File: src/hw/rtl/scc_pkg.sv
// Package for the seven-bit chunk codec: item types, command format between
// the front and back halves, and chunk constants. No dependencies.
`timescale 1ns / 1ps

package scc_pkg;

  // Payload bytes per chunk, and widths that follow from it
  localparam int unsigned ChunkLen = 7;
  localparam int unsigned PosW     = 3;
  localparam int unsigned LowW     = 7;

  // Low seven bits of a byte
  localparam logic [7:0] LowMask  = 8'h7F;
  localparam logic [7:0] HighMask = 8'h80;

  // Direction register codes
  localparam logic DirEncode = 1'b0;
  localparam logic DirDecode = 1'b1;

  // Last chunk position, as a position value
  localparam logic [PosW-1:0] PosFull = PosW'(ChunkLen);

  typedef struct packed {
    logic [7:0] data_in;
    logic       last_in;
  } in_item_t;

  typedef struct packed {
    logic [7:0] data_out;
    logic       run_last;
    logic       message_end;
    logic       chunk_error;
  } out_item_t;

  // Work orders handed from the front to the back
  typedef enum logic [1:0] {
    CMD_ENC_BYTE,   // one payload byte, chunk continues
    CMD_ENC_FLUSH,  // payload byte, padding zeros, then the MSB byte
    CMD_DEC_CHUNK,  // seven restored bytes
    CMD_DEC_ERROR   // message ended inside a chunk
  } cmd_kind_e;

  typedef struct packed {
    cmd_kind_e                     kind;
    logic                          last;  // input carried last_in
    logic [PosW-1:0]               pad;   // padding zeros before the MSB byte
    logic [LowW-1:0]               msb;   // collected or received MSBs
    logic [ChunkLen-1:0][LowW-1:0] lows;  // payload low bits, entry 0 first
  } cmd_t;

endpackage

File: src/hw/rtl/seven_bit_chunk_codec.sv
// Seven-bit chunk codec, top level: joins front, command queue and back.
// Depends on scc_pkg, scc_front, scc_cmd_queue and scc_back.
//
// Usage:
//   Input is a queue write port: an item {data_in, last_in} transfers at a
//   clock edge with push high and full low. Results are a queue read port:
//   the oldest result sits on out_o while empty is low and transfers at an
//   edge with pop high. cfg_we_i loads the direction bit (0 encode, 1 decode)
//   and drops any partial chunk; write it only while the block is drained.
// Timing:
//   One item can transfer per cycle while full is low. Its command is
//   registered in the command queue and its results in the result queue,
//   which feeds out_o. The back end emits one result per cycle while the
//   result queue has room, so a chunk end holds it for all of its results
//   (two for a full encode chunk, up to eight for a padded final chunk, seven
//   when decoding); the two-entry command queue takes one more item behind
//   the busy command, then full rises. Encoding 7 bytes gives 8 results.
// Reset: clears direction to encode, chunk progress and both queues.
// If pop stays low, the result queue fills, then the command queue, then
// full rises; nothing is dropped.
`timescale 1ns / 1ps

module seven_bit_chunk_codec (
  input  logic               clk_i,
  input  logic               rst_ni,
  input  logic               cfg_we_i,
  input  logic               cfg_wdata_i,
  input  logic               push,
  input  scc_pkg::in_item_t  in_i,
  output logic               full,
  input  logic               pop,
  output logic               empty,
  output scc_pkg::out_item_t out_o
);
  import scc_pkg::*;

  logic       accept;
  logic       cmd_push, cmd_pop, cmd_empty;
  cmd_t       cmd_in, cmd_out;
  logic [2:0] back_idx;

  assign accept = push && !full;

  scc_front u_front (
    .clk_i       (clk_i),
    .rst_ni      (rst_ni),
    .cfg_we_i    (cfg_we_i),
    .cfg_wdata_i (cfg_wdata_i),
    .accept_i    (accept),
    .item_i      (in_i),
    .cmd_push_o  (cmd_push),
    .cmd_o       (cmd_in)
  );

  scc_cmd_queue u_cmd_queue (
    .clk_i   (clk_i),
    .rst_ni  (rst_ni),
    .push_i  (cmd_push),
    .cmd_i   (cmd_in),
    .full_o  (full),
    .pop_i   (cmd_pop),
    .empty_o (cmd_empty),
    .cmd_o   (cmd_out)
  );

  scc_back u_back (
    .clk_i       (clk_i),
    .rst_ni      (rst_ni),
    .cmd_empty_i (cmd_empty),
    .cmd_i       (cmd_out),
    .cmd_pop_o   (cmd_pop),
    .idx_o       (back_idx),
    .pop_i       (pop),
    .empty_o     (empty),
    .res_o       (out_o)
  );

  // Checks

  // An error result is a lone zero byte that ends its message
  a_error_form: assert property (@(posedge clk_i) disable iff (!rst_ni)
    (!empty && out_o.chunk_error) |->
      (out_o.run_last && out_o.message_end && out_o.data_out == 8'h00))
    else $error("chunk error result malformed");

  // Message end only on the final result of an input
  a_end_is_run_last: assert property (@(posedge clk_i) disable iff (!rst_ni)
    (!empty && out_o.message_end) |-> out_o.run_last)
    else $error("message_end without run_last");

  // Single-result commands never advance the step counter
  a_single_step: assert property (@(posedge clk_i) disable iff (!rst_ni)
    (!cmd_empty && (cmd_out.kind == CMD_ENC_BYTE || cmd_out.kind == CMD_DEC_ERROR))
      |-> (back_idx == 3'd0))
    else $error("step counter moved on a single-result command");

  // A flush pads six zeros at most, and its step never passes the MSB byte
  a_pad_range: assert property (@(posedge clk_i) disable iff (!rst_ni)
    (!cmd_empty && cmd_out.kind == CMD_ENC_FLUSH) |->
      (cmd_out.pad <= 3'd6 && back_idx <= cmd_out.pad + 3'd1))
    else $error("flush padding out of range");

endmodule

File: src/hw/rtl/scc_front.sv
// Front half of the seven-bit chunk codec: takes input bytes, tracks chunk
// progress and buffers, and issues commands. Depends on scc_pkg.
`timescale 1ns / 1ps

module scc_front (
  input  logic              clk_i,
  input  logic              rst_ni,
  input  logic              cfg_we_i,
  input  logic              cfg_wdata_i,
  input  logic              accept_i,
  input  scc_pkg::in_item_t item_i,
  output logic              cmd_push_o,
  output scc_pkg::cmd_t     cmd_o
);
  import scc_pkg::*;

  logic                 dir_q;
  logic [PosW-1:0]      pos_q, pos_d;
  logic [LowW-1:0]      msb_q, msb_d;
  logic [LowW-1:0]      low_q [ChunkLen];
  logic                 pos_open;
  logic [PosW-1:0]      pos_inc;
  logic [LowW-1:0]      msb_set;
  logic                 enc_end;

  assign pos_open = (pos_q != PosFull);
  assign pos_inc  = pos_open ? (pos_q + PosW'(1)) : pos_q;

  // MSB of this byte lands at the current chunk position
  always_comb begin
    msb_set = msb_q;
    if (pos_open && item_i.data_in[7]) begin
      msb_set[pos_q] = 1'b1;
    end
  end

  assign enc_end = (pos_inc == PosFull) || item_i.last_in;

  // Classify the item and build its command
  always_comb begin
    pos_d      = pos_q;
    msb_d      = msb_q;
    cmd_push_o = 1'b0;
    cmd_o.kind = CMD_ENC_BYTE;
    cmd_o.last = item_i.last_in;
    cmd_o.pad  = PosFull - pos_inc;
    cmd_o.msb  = msb_set;
    for (int i = 0; i < ChunkLen; i++) begin
      cmd_o.lows[i] = low_q[i];
    end
    if (dir_q == DirEncode) begin
      cmd_o.lows[0] = item_i.data_in[LowW-1:0];
      cmd_push_o    = accept_i;
      if (enc_end) begin
        cmd_o.kind = CMD_ENC_FLUSH;
        pos_d      = '0;
        msb_d      = '0;
      end else begin
        pos_d = pos_inc;
        msb_d = msb_set;
      end
    end else begin
      cmd_o.msb = item_i.data_in[LowW-1:0];
      if (!pos_open) begin
        cmd_o.kind = CMD_DEC_CHUNK;
        cmd_push_o = accept_i;
        pos_d      = '0;
      end else if (item_i.last_in) begin
        cmd_o.kind = CMD_DEC_ERROR;
        cmd_push_o = accept_i;
        pos_d      = '0;
      end else begin
        pos_d = pos_inc;
      end
    end
  end

  // Control state; a config write abandons any partial chunk
  always_ff @(posedge clk_i or negedge rst_ni) begin
    if (!rst_ni) begin
      dir_q <= DirEncode;
      pos_q <= '0;
      msb_q <= '0;
    end else if (cfg_we_i) begin
      dir_q <= cfg_wdata_i;
      pos_q <= '0;
      msb_q <= '0;
    end else if (accept_i) begin
      pos_q <= pos_d;
      msb_q <= msb_d;
    end
  end

  // Decode payload buffer, written at the chunk position
  always_ff @(posedge clk_i) begin
    if (accept_i && (dir_q == DirDecode) && pos_open) begin
      low_q[pos_q] <= item_i.data_in[LowW-1:0];
    end
  end

endmodule

File: src/hw/rtl/scc_cmd_queue.sv
// Two-entry command queue between the front and back halves of the
// seven-bit chunk codec. Depends on scc_pkg.
`timescale 1ns / 1ps

module scc_cmd_queue (
  input  logic          clk_i,
  input  logic          rst_ni,
  input  logic          push_i,
  input  scc_pkg::cmd_t cmd_i,
  output logic          full_o,
  input  logic          pop_i,
  output logic          empty_o,
  output scc_pkg::cmd_t cmd_o
);
  import scc_pkg::*;

  cmd_t       mem_q [2];
  logic       wr_ptr_q, rd_ptr_q;
  logic [1:0] count_q;
  logic       do_push, do_pop;

  assign full_o  = (count_q == 2'd2);
  assign empty_o = (count_q == 2'd0);
  assign do_push = push_i && !full_o;
  assign do_pop  = pop_i && !empty_o;
  assign cmd_o   = mem_q[rd_ptr_q];

  // Pointers and fill count
  always_ff @(posedge clk_i or negedge rst_ni) begin
    if (!rst_ni) begin
      wr_ptr_q <= 1'b0;
      rd_ptr_q <= 1'b0;
      count_q  <= 2'd0;
    end else begin
      if (do_push) begin
        wr_ptr_q <= !wr_ptr_q;
      end
      if (do_pop) begin
        rd_ptr_q <= !rd_ptr_q;
      end
      if (do_push && !do_pop) begin
        count_q <= count_q + 2'd1;
      end else if (do_pop && !do_push) begin
        count_q <= count_q - 2'd1;
      end
    end
  end

  // Storage
  always_ff @(posedge clk_i) begin
    if (do_push) begin
      mem_q[wr_ptr_q] <= cmd_i;
    end
  end

endmodule

File: src/hw/rtl/scc_back.sv
// Back half of the seven-bit chunk codec; depends on scc_pkg. Expands each
// command to bytes of a two-entry result queue, one per cycle unless full.
`timescale 1ns / 1ps

module scc_back (
  input  logic                clk_i,
  input  logic                rst_ni,
  input  logic                cmd_empty_i,
  input  scc_pkg::cmd_t       cmd_i,
  output logic                cmd_pop_o,
  output logic [2:0]          idx_o,
  input  logic                pop_i,
  output logic                empty_o,
  output scc_pkg::out_item_t  res_o
);
  import scc_pkg::*;

  logic [PosW-1:0] idx_q;
  out_item_t       res;
  logic            res_push;
  out_item_t       mem_q [2];
  logic            wr_ptr_q, rd_ptr_q;
  logic [1:0]      count_q;
  logic            res_full, res_pop;

  assign idx_o = idx_q;

  // Result byte for the current step of the command
  always_comb begin
    res.data_out    = '0;
    res.run_last    = 1'b0;
    res.chunk_error = 1'b0;
    unique case (cmd_i.kind)
      CMD_ENC_BYTE: begin
        res.data_out = {1'b0, cmd_i.lows[0]};
        res.run_last = 1'b1;
      end
      CMD_ENC_FLUSH: begin
        if (idx_q == '0) begin
          res.data_out = {1'b0, cmd_i.lows[0]};
        end else if (idx_q > cmd_i.pad) begin
          res.data_out = {1'b0, cmd_i.msb};
        end
        res.run_last = ({1'b0, idx_q} == ({1'b0, cmd_i.pad} + 4'd1));
      end
      CMD_DEC_CHUNK: begin
        res.data_out = {cmd_i.msb[idx_q], cmd_i.lows[idx_q]};
        res.run_last = (idx_q == PosW'(ChunkLen - 1));
      end
      CMD_DEC_ERROR: begin
        res.run_last    = 1'b1;
        res.chunk_error = 1'b1;
      end
      default: ;
    endcase
    res.message_end = res.run_last && cmd_i.last;
  end

  assign res_full  = (count_q == 2'd2);
  assign res_push  = !cmd_empty_i && !res_full;
  assign cmd_pop_o = res_push && res.run_last;

  // Step counter within a command
  always_ff @(posedge clk_i or negedge rst_ni) begin
    if (!rst_ni) begin
      idx_q <= '0;
    end else if (res_push) begin
      idx_q <= res.run_last ? '0 : (idx_q + PosW'(1));
    end
  end

  // Result queue control
  assign empty_o = (count_q == 2'd0);
  assign res_pop = pop_i && !empty_o;
  assign res_o   = mem_q[rd_ptr_q];

  always_ff @(posedge clk_i or negedge rst_ni) begin
    if (!rst_ni) begin
      wr_ptr_q <= 1'b0;
      rd_ptr_q <= 1'b0;
      count_q  <= 2'd0;
    end else begin
      if (res_push) begin
        wr_ptr_q <= !wr_ptr_q;
      end
      if (res_pop) begin
        rd_ptr_q <= !rd_ptr_q;
      end
      if (res_push && !res_pop) begin
        count_q <= count_q + 2'd1;
      end else if (res_pop && !res_push) begin
        count_q <= count_q - 2'd1;
      end
    end
  end

  // Result storage
  always_ff @(posedge clk_i) begin
    if (res_push) begin
      mem_q[wr_ptr_q] <= res;
    end
  end

endmodule
File: config.mk
export PLATFORM = sky130hd
export DESIGN_NAME = seven_bit_chunk_codec
export DESIGN_NICKNAME = d
export VERILOG_FILES = /design/src/hw/rtl/scc_pkg.sv /design/src/hw/rtl/seven_bit_chunk_codec.sv /design/src/hw/rtl/scc_front.sv /design/src/hw/rtl/scc_cmd_queue.sv /design/src/hw/rtl/scc_back.sv
export SDC_FILE = /design/constraint.sdc
export NUM_CORES = 1
export LEC_CHECK = 0
export ABC_CLOCK_PERIOD_IN_PS = 5140
export BUFFER_PORTS_ARGS = -buffer_cell sky130_fd_sc_hd__buf_2
export CAP_MARGIN = 0
export CORE_MARGIN = 10
export CORE_UTILIZATION = 60
export CTS_CLUSTER_DIAMETER = 200
export DETAILED_ROUTE_END_ITERATION = 10
export PLACE_DENSITY = 0.77
export SYNTH_ARGS = -nofsm -noshare
export SYNTH_HDL_FRONTEND = slang
export SYNTH_SLANG_ARGS = --single-unit
File: constraint.sdc
create_clock -name clk_i -period 5.14 [get_ports clk_i]
set_input_delay 0.771 -clock clk_i [delete_from_list [all_inputs] [get_ports clk_i]]
set_output_delay 0.771 -clock clk_i [all_outputs]
set_load 0.02 [all_outputs]
==> impl_metrics.env, run 1 <==
export IMPL_ys_ff_latch=217
export IMPL_leakage_nw=3.43
export IMPL_cts_resized=0
export IMPL_synth_warnings=0
export IMPL_drive_gt1_share_pct=21.6
export IMPL_grt_antenna_before_repair=0
export IMPL_chipHeight_um=142
export IMPL_r2r_start="u_cmd_queue.rd_ptr_q"
export IMPL_fin_nets=602
export IMPL_critPathMaxStageDelay_ps=650
export IMPL_totalWireLength_um=17000
export IMPL_drc=0
export IMPL_peakVddDrop_v=0.000343
export IMPL_vias=4720
export IMPL_r2r_slack_ps=2130
export IMPL_ys_flop_type="edfxtp_1"
export IMPL_synthesis_area_um2=8960
export IMPL_fin_crit_sh_pct=58.6
export IMPL_clk_transition_reported_paths_ps=60
export IMPL_root_buffer="clkbuf_16"
export IMPL_clk_latency_ps=500
export IMPL_drtAntennaViolNets=0
export IMPL_finish_utilization_pct=67.9
export IMPL_cts_buffer_depth=3
export IMPL_clock_skew_ps=8.51
export IMPL_antenna_cells=0
export IMPL_postCtsSetupRepairBufs=0
export IMPL_critPathCaptureType="flip-flop"
export IMPL_p_seq_share_pct=44.0
export IMPL_hold_ws_ps=249
export IMPL_fin_area_um2=9900
export IMPL_tightest_slew_ps=945
export IMPL_path_cells="buf_4 > mux2i_2 > mux2i_1 > xnor2_1 > o21ai_4 > nand2_1 > ha_1 > xor2_1 > nor2_1 > xor2_1"
export IMPL_worstPathArrival_ps=3430
export IMPL_cp_start_kind="flip-flop"
export IMPL_run_status="completed"
export IMPL_ys_seq_area_share_pct=71.5
export IMPL_syn_nets=572
export IMPL_maxSlewHeadroom_pct=36.8
export IMPL_rsz0062_at_grt="false"
export IMPL_cap_viol_max_count=0
export IMPL_synth_cell_type_count=52
export IMPL_required_ps=5560
export IMPL_crit_start="u_cmd_queue.rd_ptr_q"
export IMPL_multiInputGateArea_um2=2350
export IMPL_rr_worst_depth=10
export IMPL_cts_sinks=217
export IMPL_placed_area_um2=9210
export IMPL_finalHoldViolations=0
export IMPL_routabilityCongestion=0.903
export IMPL_syn_area_per_cell_um2=16.5
export IMPL_p_int_mw=3.95
export IMPL_async_flop_share_pct=10.1
export IMPL_rows=44
export IMPL_p_total_mw=5.70
export IMPL_synth_area_leaders="edfxtp_1, dfrtp_1, mux2_2"
export IMPL_post_drt_via_cell_ratio=6.12
export IMPL_rr_endpoint="u_cmd_queue.count_q[1]"
export IMPL_core_area_um2=14600
export IMPL_routedWlPerCell_um=22.0
export IMPL_crit_cells=10
export IMPL_die_area_um2=20200
export IMPL_fill_cells=904
export IMPL_clock_fmax_mhz=332
export IMPL_cts_tree="yes"
export IMPL_grt_pass1_vias=4886
export IMPL_slowest_stage="buf_4"
export IMPL_cp_max_fo=52
export IMPL_fin_setup_tns_ps=0
export IMPL_regArea_um2=6410
export IMPL_grt_usage_pct=17.1
export IMPL_first_pass_iters=5
export IMPL_syn_inst=542
export IMPL_yosys_area_top_type_share_pct=65.4
export IMPL_yosysTopAreaCell="edfxtp_1"
export IMPL_power_density_nw_per_um2=576
export IMPL_worstSetupEndpoint="u_cmd_queue.count_q[1]"
export IMPL_grt_max_degree=63
export IMPL_fin_crit_ps=3010
export IMPL_port_buffers=27
export IMPL_drt_initial_drc_count=494
export IMPL_start_util_pct=61.4
export IMPL_htreeDepth=1
export IMPL_comb_power_share_pct=29.1
export IMPL_worstSetupPathType="flip-flop to flip-flop"
export IMPL_hold_path_class="primary input to async pin"
export IMPL_critPathBufInv=1
export IMPL_power_switching_share_pct=30.7
export IMPL_synth_edf_count=195
export IMPL_area_delta_synth_final_pct=10.5
export IMPL_clockPowerShare_pct=26.9
export IMPL_cts_buffers=22
export IMPL_holdBufCountCts=0
export IMPL_grt_pass1_wl_um=27100
export IMPL_p_switching_mw=1.75
export IMPL_cp_common_cell="xor2_1"
export IMPL_setup_viol=0
export IMPL_drv_slew=0
export IMPL_place_hpwl_um=10800
export IMPL_die_x_um=142
export IMPL_cp_top_family="multiplexers"
export IMPL_overflow=0
export IMPL_ios=28
state kept, by name, summed over array words and instances, names as in the netlist, 2 cells and up:
| name | flops |
|---|---|
| u_back.idx_o | 3 |
| u_cmd_queue.count_q | 2 |
| u_front.msb_q | 7 |
| u_front.pos_q | 3 |
| u_cmd_queue.mem_q | 124 |
| u_front.low_q | 49 |
| u_back.mem_q | 22 |
| u_back.count_q | 2 |
power by group through the flow:
stage                     Clock, mW  Sequential, mW  Combinational [mW]
after CTS                      1.56            2.51                1.67
final                          1.53            2.51                1.66
after floorplan                   0            2.47                1.34
after global placement            0            2.53                1.62
after global routing           1.63            2.55                1.82
after detailed placement          0            2.54                1.66
layout make-up:
class	count	share of cell area [%]
clock buffers	33	6.19
clock inverters	6	0.834
inverters	12	0.455
multi-input cells	287	23.7
flip-flops and latches	217	64.7
well taps	184	2.32
repair buffers	32	1.74
layer usage:
metal,vias to the layer above,share of wire [%],track usage (%)
met5,-,0,0
met4,0,2.4,6.51
met3,30,7.5,3.81
met2,187,48,26.2
met1,2334,43,23.4
li1,2169,-,-
worst reg2reg max path, stage by stage, from the launching register on:
cell and delay (ps):
dfrtp_2 490, buf_4 650, mux2i_2 340, mux2i_1 350, xnor2_1 150, o21ai_4 240, nand2_1 80, ha_1 210
xor2_1 140, nor2_1 110, xor2_1 170
cells in the mapped netlist, drive strengths merged (4+ instances only):
cell and instances:
mux4 14, inv 11, o32ai 8, nand3 5, o21a 4, buf 17
o311a 8, mux2 41, nand2 27, nor2 36, a21oi 19, xnor2 8
a211oi 10, nor2b 13, a22oi 7, nor3 5, nand2b 7, dfrtp 22
xor2 4, clkbuf 9, a221oi 7, mux2i 7, edfxtp 195, ha 15
o21ai 14, and2 5
through the flow:
step	setup slack, ps	cells
after floorplan	720	542
after global placement	2200	732
after detailed placement	2090	732
after CTS	2080	771
after global routing	1840	771
final	2130	771
cell families after synthesis:
kind of cell	synth area share (%)
flops	71.5
simple gates	5.98
compound gates	7.18
mux	9.66
buf+inv	2.40
fa+ha+maj	2.09
xor+xnor	1.17
worst min path at each step:
| stage | from | end | slack [ps] | cells past startpoint |
|---|---|---|---|---|
| floorplan | u_front.low_q[1][3] | u_cmd_queue.mem_q[0][10] | 420 | 0 |
| finish | rst_ni | u_cmd_queue.wr_ptr_q | 250 | 1 |
| CTS | rst_ni | u_back.rd_ptr_q | 240 | 1 |
| global placement | u_front.low_q[1][0] | u_cmd_queue.mem_q[0][7] | 420 | 0 |
| global route | rst_ni | u_front.msb_q[5] | 270 | 1 |
| detailed placement | u_front.low_q[1][3] | u_cmd_queue.mem_q[1][10] | 430 | 0 |
placed cells by master, fill, tap and decap left out, drive strengths merged, types with 3 or more instances in the layout:
| master | n |
|---|---|
| mux2 | 41 |
| o21ai | 14 |
| nor2b | 13 |
| inv | 11 |
| o21a | 4 |
| a221oi | 7 |
| buf | 32 |
| clkbuf | 33 |
| a22oi | 7 |
| a211oi | 10 |
| nand3 | 5 |
| a31oi | 3 |
| and2 | 5 |
| nand2 | 27 |
| o32ai | 8 |
| edfxtp | 195 |
| o311a | 8 |
| or3 | 3 |
| a21oi | 19 |
| dfrtp | 22 |
| mux4 | 14 |
| clkinv | 4 |
| ha | 15 |
| mux2i | 7 |
| nand2b | 7 |
| nor3 | 5 |
| xor2 | 4 |
| xnor2 | 8 |
| nor2 | 36 |
| o22ai | 3 |
(Power assumes the default switching activity.)
==> inputs of run 2 (changes only) <==
- ABC_CLOCK_PERIOD_IN_PS: 5140 -> 3100
- clock period: 5.14 -> 3.1 ns (I/O delays scaled with it)
==> impl_metrics.env, run 2 (synthesis results as in run 1) <==
export IMPL_rsz0062_at_grt="false"
export IMPL_min_from="cfg_wdata_i"
export IMPL_grt_max_degree=53
export IMPL_regMostFlops="u_cmd_queue.mem_q"
export IMPL_drt_initial_drc_count=495
export IMPL_fin_crit_sh_pct=89.1
export IMPL_routedWlPerCell_um=22.0
export IMPL_grt_antenna_before_repair=0
export IMPL_clk_transition_reported_paths_ps=60
export IMPL_vias=4862
export IMPL_die_x_um=142
export IMPL_totalWireLength_um=17300
export IMPL_worstPathArrival_ps=3180
export IMPL_hold_ws_ps=209
export IMPL_worstHoldEndpoint="u_front.dir_q"
export IMPL_start_util_pct=61.4
export IMPL_ios=28
export IMPL_clk_latency_ps=490
export IMPL_cts_buffers=22
export IMPL_rows=44
export IMPL_root_buffer="clkbuf_16"
export IMPL_drc=0
export IMPL_run_status="completed"
export IMPL_grt_usage_pct=17.1
export IMPL_antenna_cells=0
export IMPL_cts_sinks=217
export IMPL_tightest_slew_ps=909
export IMPL_largest_register_ff_count=124
export IMPL_worstSetupPathType="flip-flop to flip-flop"
export IMPL_maxSlewHeadroom_pct=39.2
export IMPL_clock_fmax_mhz=362
export IMPL_fin_crit_ps=2760
export IMPL_port_buffers=27
export IMPL_place_hpwl_um=10900
export IMPL_cp_max_fo=8
export IMPL_core_area_um2=14600
export IMPL_grt_pass1_wl_um=27300
export IMPL_htreeDepth=1
export IMPL_area_delta_synth_final_pct=12.0
export IMPL_post_drt_via_cell_ratio=6.19
export IMPL_cts_buffer_depth=3
export IMPL_first_pass_iters=4
export IMPL_peakVddDrop_v=0.000637
export IMPL_layout_commonest_cell="edfxtp_1"
export IMPL_rr_endpoint="u_cmd_queue.count_q[1]"
export IMPL_leakage_nw=3.51
export IMPL_drv_slew=0
export IMPL_die_area_um2=20200
export IMPL_hold_depth=3
export IMPL_hold_path_class="primary input to flip-flop"
export IMPL_r2r_start="u_cmd_queue.rd_ptr_q"
export IMPL_critPathCaptureType="flip-flop"
export IMPL_cts_tree="yes"
export IMPL_fin_setup_tns_ps=0
export IMPL_finalHoldViolations=0
export IMPL_grt_pass1_vias=4987
export IMPL_reg_top3="u_cmd_queue.mem_q: 124 flops, u_front.low_q: 49 flops, u_back.mem_q: 22 flops"
export IMPL_clock_skew_ps=7.94
export IMPL_cap_viol_max_count=0
export IMPL_setup_viol=0
export IMPL_chipHeight_um=142
export IMPL_p_total_mw=9.53
export IMPL_final_cell_mix="edfxtp_1, mux2_2, nor2_1"
export IMPL_rr_worst_depth=11
export IMPL_overflow=0
export IMPL_fin_nets=616
export IMPL_drtAntennaViolNets=0
export IMPL_fill_cells=921
export IMPL_drive_gt1_share_pct=23.8
export IMPL_power_density_nw_per_um2=949
export IMPL_routabilityCongestion=0.879
export IMPL_r2r_slack_ps=340
export IMPL_required_ps=3510
export IMPL_cp_start_kind="flip-flop"
export IMPL_cts_resized=0
[run 2: worst max-delay path by stage]
stage | from | endpoint | slack [ps] | cells past startpoint
after floorplan | u_front.pos_q[0] | u_cmd_queue.mem_q[1][0] | 110 | 4
after global placement | u_cmd_queue.rd_ptr_q | u_cmd_queue.count_q[1] | 510 | 11
after detailed placement | u_cmd_queue.rd_ptr_q | u_cmd_queue.count_q[1] | 370 | 11
after CTS | u_cmd_queue.rd_ptr_q | u_cmd_queue.count_q[1] | 360 | 11
after global routing | u_cmd_queue.rd_ptr_q | u_cmd_queue.count_q[1] | 130 | 12
final | u_cmd_queue.rd_ptr_q | u_cmd_queue.count_q[1] | 340 | 11
[run 2: routing by layer]
metal / part of all wire [%] / up-vias / wire, µm / GRT usage [%]
li1: - / 2197 / - / -
met1: 42 / 2475 / 7350 / 23.1
met2: 48 / 160 / 8390 / 27.3
met3: 6.8 / 30 / 1190 / 3.81
met4: 2.2 / 0 / 380 / 5.43
met5: 0 / - / 0 / 0
[run 2: critical path: stages (launching register included)]
cell,delay [ps]
dfrtp_2,470
mux2i_1,350
inv_1,170
ha_1,280
nor2_1,140
xnor2_1,140
nand4_2,180
o21ai_4,260
nand2_1,80
ha_1,330
nor2_1,140
xor2_1,150
[run 2: report_power, final]
part           total [mW]  switching (mW)  internal [mW]
registers            4.11           0.216           3.90
clock network        2.50            1.03           1.47
logic                2.91            1.74           1.17
total                9.53            2.99           6.54
[run 2: what timing repair did]
item / in CTS / in global routing
hold buffers: 1 / 0
buffers inserted: 0 / 0
endpoints found under the hold margin: 22 / 0
[run 2: final cells by class]
class / instances / area (µm²) / share of cell area, %
Inverter: 12 / 45.0 / 0.449
Clock inverter: 10 / 78.8 / 0.785
Sequential cell: 217 / 6410 / 63.8
Clock buffer: 30 / 612 / 6.10
Timing Repair Buffer: 46 / 318 / 3.17
Multi-Input combinational cell: 287 / 2350 / 23.4
Tap cell: 184 / 230 / 2.29
[run 2: per-stage QoR]
stage | setup slack, ps | utilization [%] | instances | cell area [µm²]
after floorplan | 109 | - | 542 | 8970
after global placement | 507 | 64.0 | 745 | 9340
after detailed placement | 368 | 64.0 | 745 | 9340
after CTS | 360 | 68.8 | 786 | 10000
after global routing | 131 | 68.8 | 786 | 10000
final | 337 | 68.8 | 786 | 10000
==> inputs of run 3 (changes only) <==
- CORE_UTILIZATION: 60 -> 62
- PLACE_DENSITY: 0.77 -> 0.79
==> impl_metrics.env, run 3 (synthesis results as in run 1) <==
export IMPL_vias=4834
export IMPL_p_seq_share_pct=44.4
export IMPL_p_total_mw=9.32
export IMPL_first_pass_iters=5
export IMPL_core_area_um2=14000
export IMPL_drv_slew=0
export IMPL_place_hpwl_um=10700
export IMPL_clock_skew_ps=6.93
export IMPL_grt_usage_pct=16.9
export IMPL_critPathMaxStageDelay_ps=470
export IMPL_slowest_stage="dfrtp_2"
export IMPL_regMostFlops="u_cmd_queue.mem_q"
export IMPL_r2r_slack_ps=400
export IMPL_grt_pass1_vias=4858
export IMPL_final_cell_mix="edfxtp_1, mux2_2, nor2_1"
export IMPL_cp_top_family="simple AND/OR/NAND/NOR gates"
export IMPL_hold_depth=3
export IMPL_grt_antenna_before_repair=0
export IMPL_postCtsSetupRepairBufs=0
export IMPL_die_x_um=140
export IMPL_r2r_start="u_cmd_queue.rd_ptr_q"
export IMPL_fin_setup_tns_ps=0
export IMPL_required_ps=3510
export IMPL_fill_cells=833
export IMPL_die_area_um2=19700
export IMPL_cts_buffer_depth=3
export IMPL_worstPathArrival_ps=3110
export IMPL_comb_power_share_pct=30.4
export IMPL_crit_start="u_cmd_queue.rd_ptr_q"
export IMPL_critPathBufInv=1
export IMPL_p_switching_mw=2.93
export IMPL_clk_transition_reported_paths_ps=60
export IMPL_power_switching_share_pct=31.4
export IMPL_post_drt_via_cell_ratio=6.23
export IMPL_cts_sinks=217
export IMPL_overflow=0
export IMPL_path_cells="mux2i_1 > inv_1 > ha_1 > nor2_1 > xnor2_1 > nand4_2 > o21ai_4 > nand2_1 > ha_1 > xor2_1 > nor2_1 > xor2_1"
export IMPL_cts_buffers=21
export IMPL_cp_max_fo=8
export IMPL_fin_crit_sh_pct=87.1
export IMPL_setup_viol=0
export IMPL_worstSetupPathType="flip-flop to flip-flop"
export IMPL_clk_latency_ps=490
export IMPL_cts_tree="yes"
export IMPL_ios=28
export IMPL_port_buffers=27
export IMPL_drt_initial_drc_count=600
export IMPL_run_status="completed"
export IMPL_power_density_nw_per_um2=939
export IMPL_crit_cells=12
export IMPL_rsz0062_at_grt="false"
export IMPL_drc=0
export IMPL_peakVddDrop_v=0.000778
export IMPL_finalHoldViolations=0
export IMPL_cp_start_kind="flip-flop"
export IMPL_root_buffer="clkbuf_16"
export IMPL_start_util_pct=63.8
export IMPL_rows=43
export IMPL_p_int_mw=6.39
export IMPL_layout_commonest_cell="edfxtp_1"
export IMPL_routabilityCongestion=0.858
export IMPL_routedWlPerCell_um=21.7
export IMPL_drtAntennaViolNets=0
export IMPL_reg_top3="u_cmd_queue.mem_q: 124 flops, u_front.low_q: 49 flops, u_back.mem_q: 22 flops"
export IMPL_leakage_nw=3.45
export IMPL_fin_nets=611
export IMPL_rr_endpoint="u_cmd_queue.count_q[1]"
export IMPL_antenna_cells=0
export IMPL_fin_crit_ps=2700
export IMPL_area_delta_synth_final_pct=10.8
export IMPL_maxSlewHeadroom_pct=39.5
export IMPL_tightest_slew_ps=904
export IMPL_totalWireLength_um=16900
export IMPL_grt_pass1_wl_um=26800
export IMPL_largest_register_ff_count=124
export IMPL_critPathCaptureType="flip-flop"
export IMPL_hold_path_class="primary input to flip-flop"
export IMPL_drive_gt1_share_pct=22.1
export IMPL_clockPowerShare_pct=25.1
export IMPL_chipHeight_um=140
export IMPL_grt_max_degree=63
export IMPL_worstHoldEndpoint="u_front.dir_q"
export IMPL_clock_fmax_mhz=370
export IMPL_rr_worst_depth=12
export IMPL_cap_viol_max_count=0
export IMPL_min_from="cfg_wdata_i"
export IMPL_htreeDepth=1
==> run 3: changes by cell type in the layout (fill, tap and decap cells not counted), moves of 2 or more <==
cell       delta
clkbuf_1      +4
buf_4         -3
clkbuf_16     -2
clkinv_2      -4
==> run 3: what timing repair did <==
item / in CTS / in global routing
resized for setup: 0 / 0
hold buffers: 1 / 0
hold endpoints to repair: 22 / 0
==> run 3: final cells by class <==
type / count / area [µm²] / share of cell area, %
Sequential cell: 217 / 6410 / 64.6
Multi-Input combinational cell: 287 / 2350 / 23.6
Clock buffer: 31 / 563 / 5.67
Timing Repair Buffer: 42 / 275 / 2.77
Tap cell: 180 / 225 / 2.27
Clock inverter: 7 / 63.8 / 0.643
Inverter: 12 / 45.0 / 0.454
==> run 3: worst max path at each step <==
stage	endpoint	slack, ps
after detailed placement	u_cmd_queue.count_q[1]	410
after floorplan	u_cmd_queue.mem_q[1][0]	110
after CTS	u_cmd_queue.count_q[1]	380
after global placement	u_cmd_queue.count_q[1]	500
final	u_cmd_queue.count_q[1]	400
after global routing	u_cmd_queue.count_q[1]	190
==> run 3: per-stage QoR <==
stage / instance area [µm²] / utilization (%) / hold WS (ps) / instances / setup WS [ps]
detailed placement: 9290 / 66.1 / 431 / 737 / 411
global placement: 9290 / 66.1 / 422 / 737 / 505
finish: 9930 / 70.7 / 191 / 776 / 400
floorplan: 8970 / - / 169 / 542 / 109
global route: 9930 / 70.7 / 209 / 776 / 194
CTS: 9930 / 70.7 / 187 / 776 / 384
==> run 3: worst min-delay path, stage by stage <==
cell     delay [ps]
buf_2            70
nand2_1          40
o21ai_0          60
==> run 3: per-layer routing <==
metal	global-route usage, %	routed length [µm]	vias to the layer above
met1	23.2	7150	2414
met2	27.3	8240	201
li1	-	-	2190
met3	2.94	1150	29
met5	0	0	-
met4	4.67	323	0
==> run 3: power by group through the flow <==
stage	Clock [mW]	Sequential (mW)	Combinational, mW
after global placement	0	4.16	2.76
after floorplan	0	4.09	2.22
final	2.34	4.14	2.84
after CTS	2.37	4.14	2.86
after detailed placement	0	4.20	2.83
after global routing	2.50	4.19	3.08
